**src/rtl/pru_pkg.sv**
```systemverilog
// ----------------------------------------------------------------------------
// pru_pkg
// shared types, constants and helpers of the page replacement unit
// ----------------------------------------------------------------------------
package pru_pkg;

    typedef enum logic [4:0] {
        ST_CLEAR,
        ST_IDLE,
        ST_PT_RD,
        ST_PT_CHK,
        ST_HIT,
        ST_Q_WT,
        ST_QPT_WT,
        ST_DIV,
        ST_OWN_WT,
        ST_SCAN,
        ST_SCAN_END,
        ST_VIC_RD,
        ST_VIC_WT,
        ST_UNMAP,
        ST_PGOUT,
        ST_PGIN,
        ST_MAP
    } t_state;

    typedef enum logic [2:0] {
        EV_HIT   = 3'd0,
        EV_UNMAP = 3'd1,
        EV_OUT   = 3'd2,
        EV_IN    = 3'd3,
        EV_MAP   = 3'd4
    } t_event;

    typedef enum logic [1:0] {
        POL_FIFO = 2'd0,
        POL_LRU  = 2'd1,
        POL_RAND = 2'd2,
        POL_RSVD = 2'd3
    } t_policy;

    localparam logic [1:0]  CFG_POLICY = 2'd0;
    localparam logic [1:0]  CFG_FRAMES = 2'd1;
    localparam logic [1:0]  CFG_SEED   = 2'd2;

    localparam logic [31:0] COST_MAP    = 32'd250;
    localparam logic [31:0] COST_UNMAP  = 32'd250;
    localparam logic [31:0] COST_XFER   = 32'd3000;
    localparam logic [31:0] COST_ACCESS = 32'd1;
    localparam logic [31:0] STAMP_NEVER = 32'hFFFF_FFFF;
    localparam logic [31:0] STAMP_MAX   = 32'hFFFF_FFFE;
    localparam logic [15:0] SEED_RESET  = 16'd44257;
    localparam logic [15:0] LFSR_MASK   = 16'hB400;
    localparam logic [5:0]  FRAMES_RESET = 6'd32;

    function automatic logic [31:0] sat_add(input logic [31:0] a, input logic [31:0] b);
        logic [32:0] s;
        s = {1'b0, a} + {1'b0, b};
        return s[32] ? 32'hFFFF_FFFF : s[31:0];
    endfunction

endpackage

```
**src/rtl/pru_ram.sv**
```systemverilog
// ----------------------------------------------------------------------------
// pru_ram
// simple dual-port ram, one write and one registered read port
// ----------------------------------------------------------------------------
module pru_ram #(
    parameter int WIDTH = 8,
    parameter int DEPTH = 32
) (
    input  logic                                   i_clk,
    input  logic                                   i_we,
    input  logic [(DEPTH > 1 ? $clog2(DEPTH) : 1)-1:0] i_waddr,
    input  logic [WIDTH-1:0]                       i_wdata,
    input  logic [(DEPTH > 1 ? $clog2(DEPTH) : 1)-1:0] i_raddr,
    output logic [WIDTH-1:0]                       o_rdata
);
    logic [WIDTH-1:0] r_mem [DEPTH];

    always_ff @(posedge i_clk) begin
        if (i_we) begin
            r_mem[i_waddr] <= i_wdata;
        end
        o_rdata <= r_mem[i_raddr];
    end
endmodule

```
**src/rtl/page_replacement_unit_top.sv**
```systemverilog
// ----------------------------------------------------------------------------
// page_replacement_unit_top
// demand paging unit with fifo, lru and random victim choice
// ----------------------------------------------------------------------------
// usage:
//   s_axis carries one access word: tuser[0] is_write, tdata[5:0] page.
//   m_axis carries event words: tuser[2:0] event kind, tdata holds page,
//   frame and the fault, transfer and cost totals; tlast marks the final
//   event of an access. the cfg port writes policy, frame count and seed
//   (the seed write reloads the lfsr); the user must write it only while the
//   unit is idle, the unit itself does not enforce this. after reset a
//   clearing pass sweeps the page table and the stamp memory; no access
//   word is taken during it. an eviction adds the victim search: fifo
//   reads the queue, page table and owner memory in turn, random takes the
//   bit-serial remainder of the lfsr by the frame count, lru scans with one
//   stamp memory read a cycle; the victim entry is then read and 3 or 4
//   event words follow.
//   a single output register holds the event word; when the receiver stalls
//   the sequencer waits in its event state, and the next access word can be
//   taken while the final event word is still waiting.
// ----------------------------------------------------------------------------
module page_replacement_unit_top #(
    parameter int PAGES      = 64,
    parameter int MAX_FRAMES = 32
) (
    input  logic         i_clk,
    input  logic         i_rst_n,
    input  logic         s_axis_tvalid,
    output logic         s_axis_tready,
    input  logic [7:0]   s_axis_tdata,   // page[5:0], zero pad
    input  logic [0:0]   s_axis_tuser,   // is_write
    output logic         m_axis_tvalid,
    input  logic         m_axis_tready,
    output logic [111:0] m_axis_tdata,   // page[5:0], frame[10:6], fault[42:11],
                                         // transfer[74:43], cost[106:75], zero pad
    output logic [2:0]   m_axis_tuser,   // event_kind
    output logic         m_axis_tlast,
    input  logic         i_cfg_we,
    input  logic [1:0]   i_cfg_idx,
    input  logic [15:0]  i_cfg_data
);
    localparam int PW = $clog2(PAGES);
    localparam int FW = (MAX_FRAMES > 1) ? $clog2(MAX_FRAMES) : 1;
    localparam int NW = $clog2(MAX_FRAMES + 1);
    localparam int EW = FW + 2;   // page entry: valid, dirty, frame

    pru_pkg::t_state r_state, n_state;

    // configuration
    logic [1:0]  r_policy;
    logic [5:0]  r_frames;
    logic [5:0]  w_nf;

    // control state
    logic [PW-1:0] r_clr;
    logic [FW-1:0] r_head, r_tail;
    logic [NW-1:0] r_nff;
    logic [31:0]   r_acc;
    logic [15:0]   r_lfsr;
    logic [31:0]   r_fault, r_xfer, r_cost;
    logic          r_ov;

    // per-access working registers
    logic          r_wr;
    logic [PW-1:0] r_pg;
    logic [31:0]   r_stamp;
    logic [FW-1:0] r_fr;
    logic          r_dirty;
    logic [PW-1:0] r_victim;
    logic [31:0]   r_best;
    logic [PW-1:0] r_idx, r_didx;
    logic          r_dv;
    logic [6:0]    r_rem;
    logic [3:0]    r_bit;

    // output word
    logic [2:0]    r_o_kind;
    logic [5:0]    r_o_page;
    logic [4:0]    r_o_frame;
    logic          r_o_last;
    logic [31:0]   r_o_fault, r_o_xfer, r_o_cost;

    // memory ports
    logic          pt_we, lu_we, rq_we, ow_we;
    logic [PW-1:0] pt_waddr, pt_raddr, lu_waddr, lu_raddr;
    logic [EW-1:0] pt_wdata, pt_q;
    logic [31:0]   lu_wdata, lu_q;
    logic [FW-1:0] rq_waddr, rq_raddr, ow_waddr, ow_raddr;
    logic [PW-1:0] rq_wdata, rq_q, ow_wdata, ow_q;

    logic [PW-1:0] w_pg_lut [64];
    logic          w_accept, w_emit_st, w_out_free, w_fire, w_free;
    logic [6:0]    w_rsh, w_rnx;
    logic [15:0]   w_lfsr_step;

    // page number modulo PAGES as a constant table
    for (genvar g = 0; g < 64; g++) begin : g_pg_lut
        assign w_pg_lut[g] = PW'(g % PAGES);
    end

    // effective frame count: zero acts as one, clipped to MAX_FRAMES
    always_comb begin
        if (r_frames == 6'd0) begin
            w_nf = 6'd1;
        end else if (int'(r_frames) > MAX_FRAMES) begin
            w_nf = 6'(MAX_FRAMES);
        end else begin
            w_nf = r_frames;
        end
    end

    assign w_free      = (int'(r_nff) < int'(w_nf)) && (int'(r_nff) < MAX_FRAMES);
    assign w_lfsr_step = r_lfsr[0] ? ((r_lfsr >> 1) ^ pru_pkg::LFSR_MASK) : (r_lfsr >> 1);
    // one restoring step of lfsr mod frame count
    assign w_rsh       = {r_rem[5:0], r_lfsr[r_bit]};
    assign w_rnx       = (w_rsh >= {1'b0, w_nf}) ? (w_rsh - {1'b0, w_nf}) : w_rsh;

    assign w_out_free  = !r_ov || m_axis_tready;
    assign w_emit_st   = (r_state == pru_pkg::ST_HIT)   || (r_state == pru_pkg::ST_UNMAP) ||
                         (r_state == pru_pkg::ST_PGOUT) || (r_state == pru_pkg::ST_PGIN)  ||
                         (r_state == pru_pkg::ST_MAP);
    assign w_fire      = w_emit_st && w_out_free;
    assign w_accept    = s_axis_tvalid && s_axis_tready;

    // next state
    always_comb begin
        n_state = r_state;
        case (r_state)
            pru_pkg::ST_CLEAR:    if (r_clr == PW'(PAGES - 1)) n_state = pru_pkg::ST_IDLE;
            pru_pkg::ST_IDLE:     if (s_axis_tvalid) n_state = pru_pkg::ST_PT_RD;
            pru_pkg::ST_PT_RD:    n_state = pru_pkg::ST_PT_CHK;
            pru_pkg::ST_PT_CHK: begin
                if (pt_q[EW-1]) begin
                    n_state = pru_pkg::ST_HIT;
                end else if (w_free) begin
                    n_state = pru_pkg::ST_PGIN;
                end else begin
                    case (r_policy)
                        pru_pkg::POL_LRU:  n_state = pru_pkg::ST_SCAN;
                        pru_pkg::POL_RAND: n_state = pru_pkg::ST_DIV;
                        default:           n_state = pru_pkg::ST_Q_WT;
                    endcase
                end
            end
            pru_pkg::ST_HIT:      if (w_out_free) n_state = pru_pkg::ST_IDLE;
            pru_pkg::ST_Q_WT:     n_state = pru_pkg::ST_QPT_WT;
            pru_pkg::ST_QPT_WT:   n_state = pru_pkg::ST_OWN_WT;
            pru_pkg::ST_DIV:      if (r_bit == 4'd0) n_state = pru_pkg::ST_OWN_WT;
            pru_pkg::ST_OWN_WT:   n_state = pru_pkg::ST_VIC_RD;
            pru_pkg::ST_SCAN:     if (r_idx == PW'(PAGES - 1)) n_state = pru_pkg::ST_SCAN_END;
            pru_pkg::ST_SCAN_END: n_state = pru_pkg::ST_VIC_RD;
            pru_pkg::ST_VIC_RD:   n_state = pru_pkg::ST_VIC_WT;
            pru_pkg::ST_VIC_WT:   n_state = pru_pkg::ST_UNMAP;
            pru_pkg::ST_UNMAP: begin
                if (w_out_free) n_state = r_dirty ? pru_pkg::ST_PGOUT : pru_pkg::ST_PGIN;
            end
            pru_pkg::ST_PGOUT:    if (w_out_free) n_state = pru_pkg::ST_PGIN;
            pru_pkg::ST_PGIN:     if (w_out_free) n_state = pru_pkg::ST_MAP;
            pru_pkg::ST_MAP:      if (w_out_free) n_state = pru_pkg::ST_IDLE;
            default:              n_state = pru_pkg::ST_IDLE;
        endcase
    end

    // memory controls and handshake
    always_comb begin
        s_axis_tready = (r_state == pru_pkg::ST_IDLE);
        pt_we = 1'b0; pt_waddr = r_pg; pt_wdata = '0; pt_raddr = r_pg;
        lu_we = 1'b0; lu_waddr = r_pg; lu_wdata = r_stamp; lu_raddr = r_idx;
        rq_we = 1'b0; rq_waddr = r_tail; rq_wdata = r_pg; rq_raddr = r_head;
        ow_we = 1'b0; ow_waddr = r_fr; ow_wdata = r_pg; ow_raddr = r_fr;
        case (r_state)
            pru_pkg::ST_CLEAR: begin
                pt_we = 1'b1; pt_waddr = r_clr; pt_wdata = '0;
                lu_we = 1'b1; lu_waddr = r_clr; lu_wdata = pru_pkg::STAMP_NEVER;
            end
            pru_pkg::ST_HIT: begin
                pt_we    = w_fire;
                pt_wdata = {1'b1, r_dirty | r_wr, r_fr};
                lu_we    = w_fire;
            end
            pru_pkg::ST_Q_WT:   pt_raddr = rq_q;
            pru_pkg::ST_QPT_WT: ow_raddr = pt_q[FW-1:0];
            pru_pkg::ST_DIV:    ow_raddr = FW'(w_rnx);
            pru_pkg::ST_VIC_RD: pt_raddr = r_victim;
            pru_pkg::ST_UNMAP: begin
                // frame field is kept: a stale queue entry still reads it
                pt_we    = w_fire; pt_waddr = r_victim; pt_wdata = {2'b00, r_fr};
                lu_we    = w_fire; lu_waddr = r_victim; lu_wdata = pru_pkg::STAMP_NEVER;
            end
            pru_pkg::ST_PGIN:   rq_we = w_fire;
            pru_pkg::ST_MAP: begin
                pt_we    = w_fire; pt_wdata = {1'b1, r_wr, r_fr};
                lu_we    = w_fire;
                ow_we    = w_fire;
            end
            default: ;
        endcase
    end

    // sequencer datapath
    always_ff @(posedge i_clk) begin
        if (!i_rst_n) begin
            r_state  <= pru_pkg::ST_CLEAR;
            r_policy <= pru_pkg::POL_FIFO;
            r_frames <= pru_pkg::FRAMES_RESET;
            r_lfsr   <= pru_pkg::SEED_RESET;
            r_clr    <= '0;
            r_head   <= '0;
            r_tail   <= '0;
            r_nff    <= '0;
            r_acc    <= 32'd1;
            r_fault  <= '0;
            r_xfer   <= '0;
            r_cost   <= '0;
            r_ov     <= 1'b0;
        end else begin
            r_state <= n_state;
            if (i_cfg_we) begin
                case (i_cfg_idx)
                    pru_pkg::CFG_POLICY: r_policy <= i_cfg_data[1:0];
                    pru_pkg::CFG_FRAMES: r_frames <= i_cfg_data[5:0];
                    pru_pkg::CFG_SEED:   r_lfsr   <= i_cfg_data;
                    default: ;
                endcase
            end
            if (w_fire) begin
                r_ov <= 1'b1;
            end else if (m_axis_tready) begin
                r_ov <= 1'b0;
            end
            case (r_state)
                pru_pkg::ST_CLEAR: r_clr <= r_clr + PW'(1);
                pru_pkg::ST_IDLE: begin
                    if (w_accept) begin
                        r_wr    <= s_axis_tuser[0];
                        r_pg    <= w_pg_lut[s_axis_tdata[5:0]];
                        r_stamp <= r_acc;
                        if (r_acc < pru_pkg::STAMP_MAX) r_acc <= r_acc + 32'd1;
                    end
                end
                pru_pkg::ST_PT_CHK: begin
                    r_dirty <= pt_q[EW-2];
                    if (pt_q[EW-1]) begin
                        r_fr <= pt_q[FW-1:0];
                    end else begin
                        r_fault <= pru_pkg::sat_add(r_fault, 32'd1);
                        if (w_free) begin
                            r_fr  <= FW'(r_nff);
                            r_nff <= r_nff + NW'(1);
                        end else begin
                            r_fr     <= pt_q[FW-1:0];
                            r_head   <= (r_head == FW'(MAX_FRAMES - 1)) ? '0 : r_head + FW'(1);
                            r_best   <= pru_pkg::STAMP_NEVER;
                            r_victim <= '0;
                            r_idx    <= '0;
                            r_dv     <= 1'b0;
                            r_rem    <= '0;
                            r_bit    <= 4'd15;
                            if (r_policy == pru_pkg::POL_RAND) r_lfsr <= w_lfsr_step;
                        end
                    end
                end
                pru_pkg::ST_QPT_WT: r_fr <= pt_q[FW-1:0];
                pru_pkg::ST_DIV: begin
                    r_rem <= w_rnx;
                    r_bit <= r_bit - 4'd1;
                    if (r_bit == 4'd0) r_fr <= FW'(w_rnx);
                end
                pru_pkg::ST_OWN_WT: r_victim <= ow_q;
                pru_pkg::ST_SCAN, pru_pkg::ST_SCAN_END: begin
                    // stamp data is a registered read and belongs to the previous address
                    if (r_dv && (lu_q < r_best)) begin
                        r_best   <= lu_q;
                        r_victim <= r_didx;
                    end
                    r_dv   <= (r_state == pru_pkg::ST_SCAN);
                    r_didx <= r_idx;
                    r_idx  <= r_idx + PW'(1);
                end
                pru_pkg::ST_VIC_WT: begin
                    r_dirty <= pt_q[EW-2];
                    if (r_policy == pru_pkg::POL_LRU) r_fr <= pt_q[FW-1:0];
                end
                pru_pkg::ST_UNMAP: begin
                    if (w_fire) r_cost <= pru_pkg::sat_add(r_cost, pru_pkg::COST_UNMAP);
                end
                pru_pkg::ST_PGOUT, pru_pkg::ST_PGIN: begin
                    if (w_fire) begin
                        r_cost <= pru_pkg::sat_add(r_cost, pru_pkg::COST_XFER);
                        r_xfer <= pru_pkg::sat_add(r_xfer, 32'd1);
                        if (r_state == pru_pkg::ST_PGIN) begin
                            r_tail <= (r_tail == FW'(MAX_FRAMES - 1)) ? '0 : r_tail + FW'(1);
                        end
                    end
                end
                pru_pkg::ST_HIT: begin
                    if (w_fire) r_cost <= pru_pkg::sat_add(r_cost, pru_pkg::COST_ACCESS);
                end
                pru_pkg::ST_MAP: begin
                    if (w_fire) begin
                        r_cost <= pru_pkg::sat_add(pru_pkg::sat_add(r_cost, pru_pkg::COST_MAP),
                                                   pru_pkg::COST_ACCESS);
                    end
                end
                default: ;
            endcase
        end
    end

    // output word, totals as they stand after the event
    always_ff @(posedge i_clk) begin
        if (w_fire) begin
            r_o_frame <= 5'(r_fr);
            r_o_fault <= r_fault;
            case (r_state)
                pru_pkg::ST_HIT: begin
                    r_o_kind <= pru_pkg::EV_HIT;
                    r_o_last <= 1'b1;
                    r_o_page <= 6'(r_pg);
                    r_o_xfer <= r_xfer;
                    r_o_cost <= pru_pkg::sat_add(r_cost, pru_pkg::COST_ACCESS);
                end
                pru_pkg::ST_UNMAP: begin
                    r_o_kind <= pru_pkg::EV_UNMAP;
                    r_o_last <= 1'b0;
                    r_o_page <= 6'(r_victim);
                    r_o_xfer <= r_xfer;
                    r_o_cost <= pru_pkg::sat_add(r_cost, pru_pkg::COST_UNMAP);
                end
                pru_pkg::ST_PGOUT: begin
                    r_o_kind <= pru_pkg::EV_OUT;
                    r_o_last <= 1'b0;
                    r_o_page <= 6'(r_victim);
                    r_o_xfer <= pru_pkg::sat_add(r_xfer, 32'd1);
                    r_o_cost <= pru_pkg::sat_add(r_cost, pru_pkg::COST_XFER);
                end
                pru_pkg::ST_PGIN: begin
                    r_o_kind <= pru_pkg::EV_IN;
                    r_o_last <= 1'b0;
                    r_o_page <= 6'(r_pg);
                    r_o_xfer <= pru_pkg::sat_add(r_xfer, 32'd1);
                    r_o_cost <= pru_pkg::sat_add(r_cost, pru_pkg::COST_XFER);
                end
                default: begin
                    r_o_kind <= pru_pkg::EV_MAP;
                    r_o_last <= 1'b1;
                    r_o_page <= 6'(r_pg);
                    r_o_xfer <= r_xfer;
                    r_o_cost <= pru_pkg::sat_add(pru_pkg::sat_add(r_cost, pru_pkg::COST_MAP),
                                                 pru_pkg::COST_ACCESS);
                end
            endcase
        end
    end

    assign m_axis_tvalid = r_ov;
    assign m_axis_tuser  = r_o_kind;
    assign m_axis_tlast  = r_o_last;
    assign m_axis_tdata  = {5'd0, r_o_cost, r_o_xfer, r_o_fault, r_o_frame, r_o_page};

    // page table: valid, dirty, frame
    pru_ram #(.WIDTH(EW), .DEPTH(PAGES)) u_pt_ram (
        .i_clk(i_clk), .i_we(pt_we), .i_waddr(pt_waddr), .i_wdata(pt_wdata),
        .i_raddr(pt_raddr), .o_rdata(pt_q)
    );

    // last-use stamps
    pru_ram #(.WIDTH(32), .DEPTH(PAGES)) u_lu_ram (
        .i_clk(i_clk), .i_we(lu_we), .i_waddr(lu_waddr), .i_wdata(lu_wdata),
        .i_raddr(lu_raddr), .o_rdata(lu_q)
    );

    // resident page queue
    pru_ram #(.WIDTH(PW), .DEPTH(MAX_FRAMES)) u_rq_ram (
        .i_clk(i_clk), .i_we(rq_we), .i_waddr(rq_waddr), .i_wdata(rq_wdata),
        .i_raddr(rq_raddr), .o_rdata(rq_q)
    );

    // frame owner table
    pru_ram #(.WIDTH(PW), .DEPTH(MAX_FRAMES)) u_ow_ram (
        .i_clk(i_clk), .i_we(ow_we), .i_waddr(ow_waddr), .i_wdata(ow_wdata),
        .i_raddr(ow_raddr), .o_rdata(ow_q)
    );

    // no event word during the clearing pass
    a_no_out_in_clear: assert property (@(posedge i_clk) disable iff (!i_rst_n)
        (r_state == pru_pkg::ST_CLEAR) |-> !m_axis_tvalid)
        else $error("event word during clearing pass");

    // a hit is always the final word of its access
    a_hit_last: assert property (@(posedge i_clk) disable iff (!i_rst_n)
        (m_axis_tvalid && (m_axis_tuser == pru_pkg::EV_HIT)) |-> m_axis_tlast)
        else $error("hit word without tlast");

    // fault total never goes down
    a_fault_mono: assert property (@(posedge i_clk) disable iff (!i_rst_n)
        $past(i_rst_n) |-> (r_fault >= $past(r_fault)))
        else $error("fault count decreased");

    // free frame pointer never exceeds the frame store size
    a_nff_range: assert property (@(posedge i_clk) disable iff (!i_rst_n)
        int'(r_nff) <= MAX_FRAMES)
        else $error("free frame pointer out of range");

endmodule

```
**config.mk**
```make
export PLATFORM = sky130hd
export DESIGN_NAME = page_replacement_unit_top
export DESIGN_NICKNAME = d
export VERILOG_FILES = /design/src/rtl/pru_pkg.sv /design/src/rtl/pru_ram.sv /design/src/rtl/page_replacement_unit_top.sv
export SDC_FILE = /design/constraint.sdc
export NUM_CORES = 2
export LEC_CHECK = 0
export ABC_AREA = 1
export BUFFER_PORTS_ARGS = -buffer_cell sky130_fd_sc_hd__clkbuf_2
export CAP_MARGIN = 20
export CORE_MARGIN = 4
export CORE_UTILIZATION = 60
export DETAILED_ROUTE_END_ITERATION = 16
export PLACE_DENSITY = 0.8
export SETUP_SLACK_MARGIN = 0.05
export SYNTH_ARGS = -nofsm -noshare
export SYNTH_HDL_FRONTEND = slang
export SYNTH_HIERARCHICAL = 1
export SYNTH_SLANG_ARGS = --single-unit
```
**constraint.sdc**
```tcl
create_clock -name i_clk -period 7.7 [get_ports i_clk]
set_input_delay 1.54 -clock i_clk [delete_from_list [all_inputs] [get_ports i_clk]]
set_output_delay 1.54 -clock i_clk [all_outputs]
set_load 0.05 [all_outputs]
```
Word-level counts from Yosys, hierarchy flattened
Memory sizes are Yosys's and may differ from the RTL's. A register that Yosys moved wholly into a read port is not among the register bits.
Cells that the tools add are included.
{"block": "op_classes", "n_eq_ne": 40, "n_addsub": 14, "muxes": 82, "n_lt_le_gt_ge": 7, "bitwise_logic": 5, "n_reduce_logical": 47}
{"operator": "2-to-1 mux 32 bit", "n": 15}
{"operator": "adder 32 x 1 -> 33 bit (second input constant)", "n": 4}
{"operator": "case mux 32 bit (4 select lines)", "n": 1}
{"operator": "2-to-1 mux 16 bit", "n": 7}
{"operator": "case mux 32 bit (3 select lines)", "n": 1}
{"operator": "case mux 5 bit (15 select lines)", "n": 1}
{"operator": "2-to-1 mux 5 bit", "n": 14}
{"operator": "case mux 32 bit (2 select lines)", "n": 1}
{"operator": "2-to-1 mux 6 bit", "n": 9}
{"operator": "case mux 6 bit (2 select lines)", "n": 4}
{"operator": "equality test 5 x 4 -> 1 bit (second input constant)", "n": 8}
{"operator": "adder 32 x 12 -> 33 bit (second input constant)", "n": 1}
{"operator": "adder 32 x 8 -> 33 bit (second input constant)", "n": 1}
{"operator": "adder 32 x 1 -> 32 bit (second input constant)", "n": 1}
{"operator": "< comparator 32 bit", "n": 1}
{"operator": "< comparator 32 bit (second input constant)", "n": 1}
{"operator": "inequality test 2 bit (second input constant)", "n": 14}
{"operator": "case mux 7 bit (3 select lines)", "n": 1}
{"operator": "equality test 5 x 3 -> 1 bit (second input constant)", "n": 4}
{"operator": "case mux 5 bit (4 select lines)", "n": 1}
{"operator": "adder 6 x 1 -> 6 bit (second input constant)", "n": 3}
{"operator": "case mux 6 bit (3 select lines)", "n": 1}
{"operator": "2-to-1 mux 4 bit", "n": 4}
{"operator": "case mux 4 bit (2 select lines)", "n": 2}
{"operator": "other kinds (41)", "n": 95}
{"block": "totals", "romBits": 384, "wordCells": 231, "ff_bits": 391, "out_inout_bits": 118, "mem_bits_rw": 2880, "memories": 5}
{"memory": "u_lu_ram.r_mem", "depth": 64, "width": 32, "rd": 1, "rd_clocked_by_memory_dff": 1, "wr": 1, "line": "pru_ram.sv:16", "rtl": "logic [WIDTH-1:0] r_mem [DEPTH];"}
{"memory": "u_pt_ram.r_mem", "depth": 64, "width": 7, "rd": 1, "rd_clocked_by_memory_dff": 1, "wr": 1, "line": "pru_ram.sv:16"}
{"memory": "(name not given)", "depth": 64, "width": 6, "rd": 1, "rd_clocked_by_memory_dff": 1, "wr": 0, "line": "page_replacement_unit_top.sv:236", "rtl": "r_pg <= w_pg_lut[s_axis_tdata[5:0]];"}
{"memory": "u_ow_ram.r_mem", "depth": 32, "width": 6, "rd": 1, "rd_clocked_by_memory_dff": 1, "wr": 1, "line": "pru_ram.sv:16"}
{"memory": "u_rq_ram.r_mem", "depth": 32, "width": 6, "rd": 1, "rd_clocked_by_memory_dff": 1, "wr": 1, "line": "pru_ram.sv:16"}

Longest topological paths before layout
{"block": "depth", "word_depth": 9, "ltp_mapped": 34, "depth_no_buf": 31}

Cells and area by module
Netlist, hierarchy kept.
{"module": "pru_ram at u_lu_ram", "area_each_um2": 82785.6, "instances": 1, "cells_each": 6785}
{"module": "page_replacement_unit_top", "area_each_um2": 23216.0, "instances": 1, "cells_each": 3086}
{"module": "pru_ram at u_pt_ram", "area_each_um2": 18545.3, "instances": 1, "cells_each": 1590}
{"module": "pru_ram at u_ow_ram ...", "area_each_um2": 8077.7, "instances": 2, "cells_each": 704}

Least setup slack after synthesis
Ideal clock, no wire load.
{"block": "synth_path", "path_type": "reg2reg", "start": "register r_state[0]", "end": "memory u_lu_ram.r_mem[48][0], enable pin", "t_arrival_ps": 5055, "path_slack_ps": 2184, "stages_incl_launch_ff": 11, "path_buffers": 1, "setup_time_ps": 461, "synth_period_minus_slack_ps": 5516, "path_cell_list": "dfxtp_1 -> nor2_1 -> inv_1 -> nor3_1 -> inv_1 -> nand2_1 -> nor2_1 -> o21ai_0 -> clkbuf_1 -> inv_1 -> nor3_1"}
{"block": "synth_between", "elab_chain_cells": 9, "word_cells_on_any_way": 16, "cone_classes": "eq/ne: 5; mux: 4; reduce/logical: 7"}
{"item": "start: declaration", "line": "page_replacement_unit_top.sv:47", "rtl": "pru_pkg::t_state r_state, n_state;"}
{"item": "start signal: assignment", "line": "page_replacement_unit_top.sv:203", "rtl": "r_state <= pru_pkg::ST_CLEAR;"}
{"item": "start signal: assignment", "line": "page_replacement_unit_top.sv:217", "rtl": "r_state <= n_state;"}
{"item": "equality test 5 x 3 -> 1 bit or equality test 5 x 4 -> 1 bit (tied branches)", "line": "page_replacement_unit_top.sv:119, page_replacement_unit_top.sv:171"}
{"item": "logical OR 1 bit (2 in series)", "line": "page_replacement_unit_top.sv:119", "rtl": "assign w_emit_st = (r_state == pru_pkg::ST_HIT) || (r_state == pru_pkg::ST_UNMAP) ||"}
{"item": "logical OR 1 bit (2 in series)", "line": "page_replacement_unit_top.sv:120", "rtl": "(r_state == pru_pkg::ST_PGOUT) || (r_state == pru_pkg::ST_PGIN) ||"}
{"item": "logical AND 1 bit", "line": "page_replacement_unit_top.sv:122", "rtl": "assign w_fire = w_emit_st && w_out_free;"}
{"item": "case mux 1 bit (2 select lines) *", "line": "page_replacement_unit_top.sv:171", "rtl": "case (r_state)"}
{"item": "net lu_we", "line": "page_replacement_unit_top.sv:84", "rtl": "logic pt_we, lu_we, rq_we, ow_we;"}
{"item": "2-to-1 mux 1 bit *", "line": "pru_ram.sv:19", "rtl": "if (i_we) begin"}
{"item": "2-to-1 mux 1 bit (not written as such) *", "line": "pru_ram.sv:20", "rtl": "r_mem[i_waddr] <= i_wdata;"}
{"item": "end: declaration", "line": "pru_ram.sv:16"}
The timed path passes the listed nets; every way through them passes the cells marked *.

Worst setup path after layout
{"block": "layout_path", "start": "register r_state[0]", "end": "memory u_lu_ram.r_mem[60][17], enable pin"}
{"block": "layout_between", "word_cells_on_any_way": 16, "cone_classes": "eq/ne: 5; mux: 4; reduce/logical: 7"}
{"item": "equality test 5 x 4 -> 1 bit or logical NOT 5 bit (tied branches)", "line": "page_replacement_unit_top.sv:171"}
{"item": "case mux 6 bit (2 select lines) *", "line": "page_replacement_unit_top.sv:171"}
{"item": "net lu_waddr[2]", "line": "page_replacement_unit_top.sv:85", "rtl": "logic [PW-1:0] pt_waddr, pt_raddr, lu_waddr, lu_raddr;"}
Marks and branches as above.

==> flow_metrics.tcl <==
set metrics [dict create \
    outcome "finished clean" \
    routed.top_layer "met4" \
    syn_area_per_cell_um2 10.9 \
    fin_util 0.665 \
    cts_buffers 340 \
    rows 177 \
    area_growth_pct 10.2 \
    cts_tree "done" \
    dp.cells 15600 \
    setup_viol 0 \
    cts_resized 0 \
    final_cell_mix "nand2_1 (4083), edfxtp_1 (3097), nand3_1 (2783), nor2_1 (430), inv_1 (414)" \
    grt.total_usage 0.309 \
    path_cells "nor2_1, inv_1, nor2_1, inv_1, nor2_1, inv_1, nor2_1, a221o_1, inv_1, nor3_1, nand2_1, nor2_4, buf_4" \
    fin_crit_ns 5.49 \
    pre_cts_slack_ns 2.15 \
    drive_gt1_frac 0.0794 \
    finClkSkew_ns 0.0928 \
    power_density_nw_per_um2 251 \
    seq_area_frac_synth 0.694 \
    synth-seq-cells 3328 \
    peakVddDrop_mv 0.251 \
    cts_hold_buf 0 \
    critPathCaptureType "flip-flop" \
    cts_setup_buffers 0 \
    antenna_found_initial 4 \
    portBuffers 142 \
    fillerInstances 16000 \
    placed_area_um2 144000 \
    clk_pin_slew_worst_paths_ns 0.06 \
    timing.rr.end "u_lu_ram/r_mem[60][17]$_DFFE_PP_" \
    gr-total-overflow 0 \
    route.detailed.drc 0 \
    hold_class "reg2reg" \
    final_common_cell "nand2_1" \
    finalWeightedCongestion 0.956 \
    crit_family "simple AND/OR/NAND/NOR gates" \
    synth_flop_cell "edfxtp_1" \
    dieArea_um2 242000 \
    clockBufferDepth 4 \
    min-delay-start "r_fault[31]$_SDFFE_PN0P_" \
    max_clock_freq_mhz 182 \
    min_to "r_o_fault[31]$_DFFE_PP_" \
    post-route-period-util 0.713 \
    clk_latency_ns 0.98 \
    critPathSlowestCell "nor2_4" \
    worst_slew_pin_slew_ns 1.13 \
    crit_arrival_ns 6.09 \
    fin_nets 12900 \
    drt-total-wl_mm 387 \
    synth_cells 12900 \
    maxCapViolCount 0 \
    holdWs_ns 0.448 \
    worstReg2RegStart "r_state[0]$_SDFFE_PN0P_" \
    coreArea_um2 233000 \
    drv_slew 0 \
    path_class "reg2reg" \
    wire_per_inst_um 23.9 \
    htreeDepth 5 \
    regToRegSetupSlack_ns 2.21 \
    synth.distinct_cells 58 \
    rsz0062_at_grt "false" \
    cts_root_buffer "clkbuf_16" \
    fin_cells 16200 \
    synthArstFlopShare 0 \
    postLayoutCellArea_um2 155000 \
    syn_area_um2 141000 \
    grt_max_degree 216 \
    drt_iter0_markers 15800 \
    yosys_warnings 6 \
    startpoint_type "flip-flop" \
    wl_met1_mm 138 \
    dr_wl_met3_mm 49.2 \
    finalPower_mw 38.9 \
    vias 102000 \
    cp_max_fo 18 \
    route.antenna.remaining_nets 0 \
    grt_pass1_wl_mm 574 \
    critical_path_buf_inv_count 5 \
    routed_via_density 6.28 \
    num_io_pins 150 \
    p_leak_nw 54.8 \
    slew_headroom 0.242 \
    die_h_um 492 \
    cp.required_ns 8.30 \
    slowest_delay_ns 0.95 \
    drt-pass1-iter-count 13 \
    grt_pass1_vias 97000 \
    start_util 0.604 \
    dp_hpwl_mm 220 \
    hold_depth 0 \
    die_x_um 492 \
    wl_met2_mm 179 \
    tns_ns 0 \
    layout_setup_ws_ns 2.21 \
    cts_sinks 3328 \
    worstRegToRegCells 13 \
    hold_viol 0 \
    synth-edff-count 3097 \
]
## cell usage after synthesis, types with 3 or more instances
cell type	n	area, µm²
a211oi_1	9	67.6
a21oi_1	234	1170
a22o_1	6	52.6
a22oi_1	6	45.0
a31oi_1	19	119
buf_1	77	289
buf_2	357	1790
buf_4	75	563
buf_6	32	360
buf_8	5	75.1
clkbuf_1	181	679
clkinv_1	6	22.5
dfxtp_1	231	4620
edfxtp_1	3097	93000
ha_1	58	726
inv_1	419	1570
inv_2	17	63.8
inv_4	4	25.0
nand2_1	4088	15300
nand2_2	5	31.3
nand3_1	2783	13900
nand3_2	25	250
nand3_4	4	70.1
nand3b_1	8	60.1
nand4_1	76	475
nor2_1	502	1880
nor2_2	9	56.3
nor2_4	6	67.6
nor3_1	80	400
nor3b_1	3	22.5
nor4_1	27	169
o2111ai_1	5	43.8
o211ai_1	24	180
o21a_1	9	67.6
o21ai_0	199	996
o21ai_1	3	15.0
o221ai_1	8	70.1
or2_2	70	438
or3_1	3	18.8
xnor2_1	18	158
xor2_1	58	508
## power by group
| group | internal (mW) | total [mW] | switching [mW] |
|---|---|---|---|
| Combinational | 0.359 | 2.35 | 1.99 |
| Sequential | 20.5 | 20.7 | 0.102 |
| Clock | 9.20 | 15.9 | 6.65 |
## routing by layer
metal,GRT usage,vias up
li1,-,44800
met1,0.410,48700
met2,0.487,7172
met3,0.0668,1149
met4,0.156,0
met5,0,-
## worst max-delay path by stage
stage                                        from                          endpoint  slack [ns]  cells after the start
after floorplan           r_state[0]$_SDFFE_PN0P_   u_lu_ram/r_mem[48][0]$_DFFE_PP_        2.18                     10
after global placement              m_axis_tready  u_lu_ram/r_mem[49][24]$_DFFE_PP_        2.32                      6
after detailed placement            m_axis_tready  u_lu_ram/r_mem[60][27]$_DFFE_PP_        2.15                      7
after CTS                 r_state[0]$_SDFFE_PN0P_  u_lu_ram/r_mem[60][17]$_DFFE_PP_        2.32                     11
after global routing       r_bit[0]$_SDFFCE_PN1P_       u_ow_ram/o_rdata[4]$_DFF_P_        1.94                     29
final                     r_state[0]$_SDFFE_PN0P_  u_lu_ram/r_mem[60][17]$_DFFE_PP_        2.21                     13
## flip-flops by register name (all words and copies together) (netlist names), 192 cells and up
register / count
u_lu_ram/r_mem: 2048
u_ow_ram/r_mem: 192
u_pt_ram/r_mem: 448
u_rq_ram/r_mem: 192
## final cells by class
type	instances	area, µm²	area share
antenna	12	30.0	0.000194
clock buffer	425	8990	0.0580
clock inverter	175	1600	0.0103
inverter	446	1720	0.0111
multi-input combinational	8372	38300	0.247
sequential	3328	97600	0.630
tap	3132	3920	0.0253
timing repair buffer	337	2800	0.0181
## worst register-to-register path, cell delays in order (launching register included)
cell	delay [ns]
dfxtp_1	0.35
nor2_1	0.12
inv_1	0.07
nor2_1	0.16
inv_1	0.12
nor2_1	0.33
inv_1	0.30
nor2_1	0.22
a221o_1	0.84
inv_1	0.25
nor3_1	0.36
nand2_1	0.72
nor2_4	0.95
buf_4	0.43
## logic make-up after synthesis
family	synth area share
and+or+nand+nor	0.236
buffers and inverters	0.0386
xor gates and xnor gates	0.00473
other	0.0000267
DFF	0.694
adders and majority gates	0.00530
AOI/OAI and AO/OA	0.0211
Note: power is estimated with default switching activity, not from simulation.
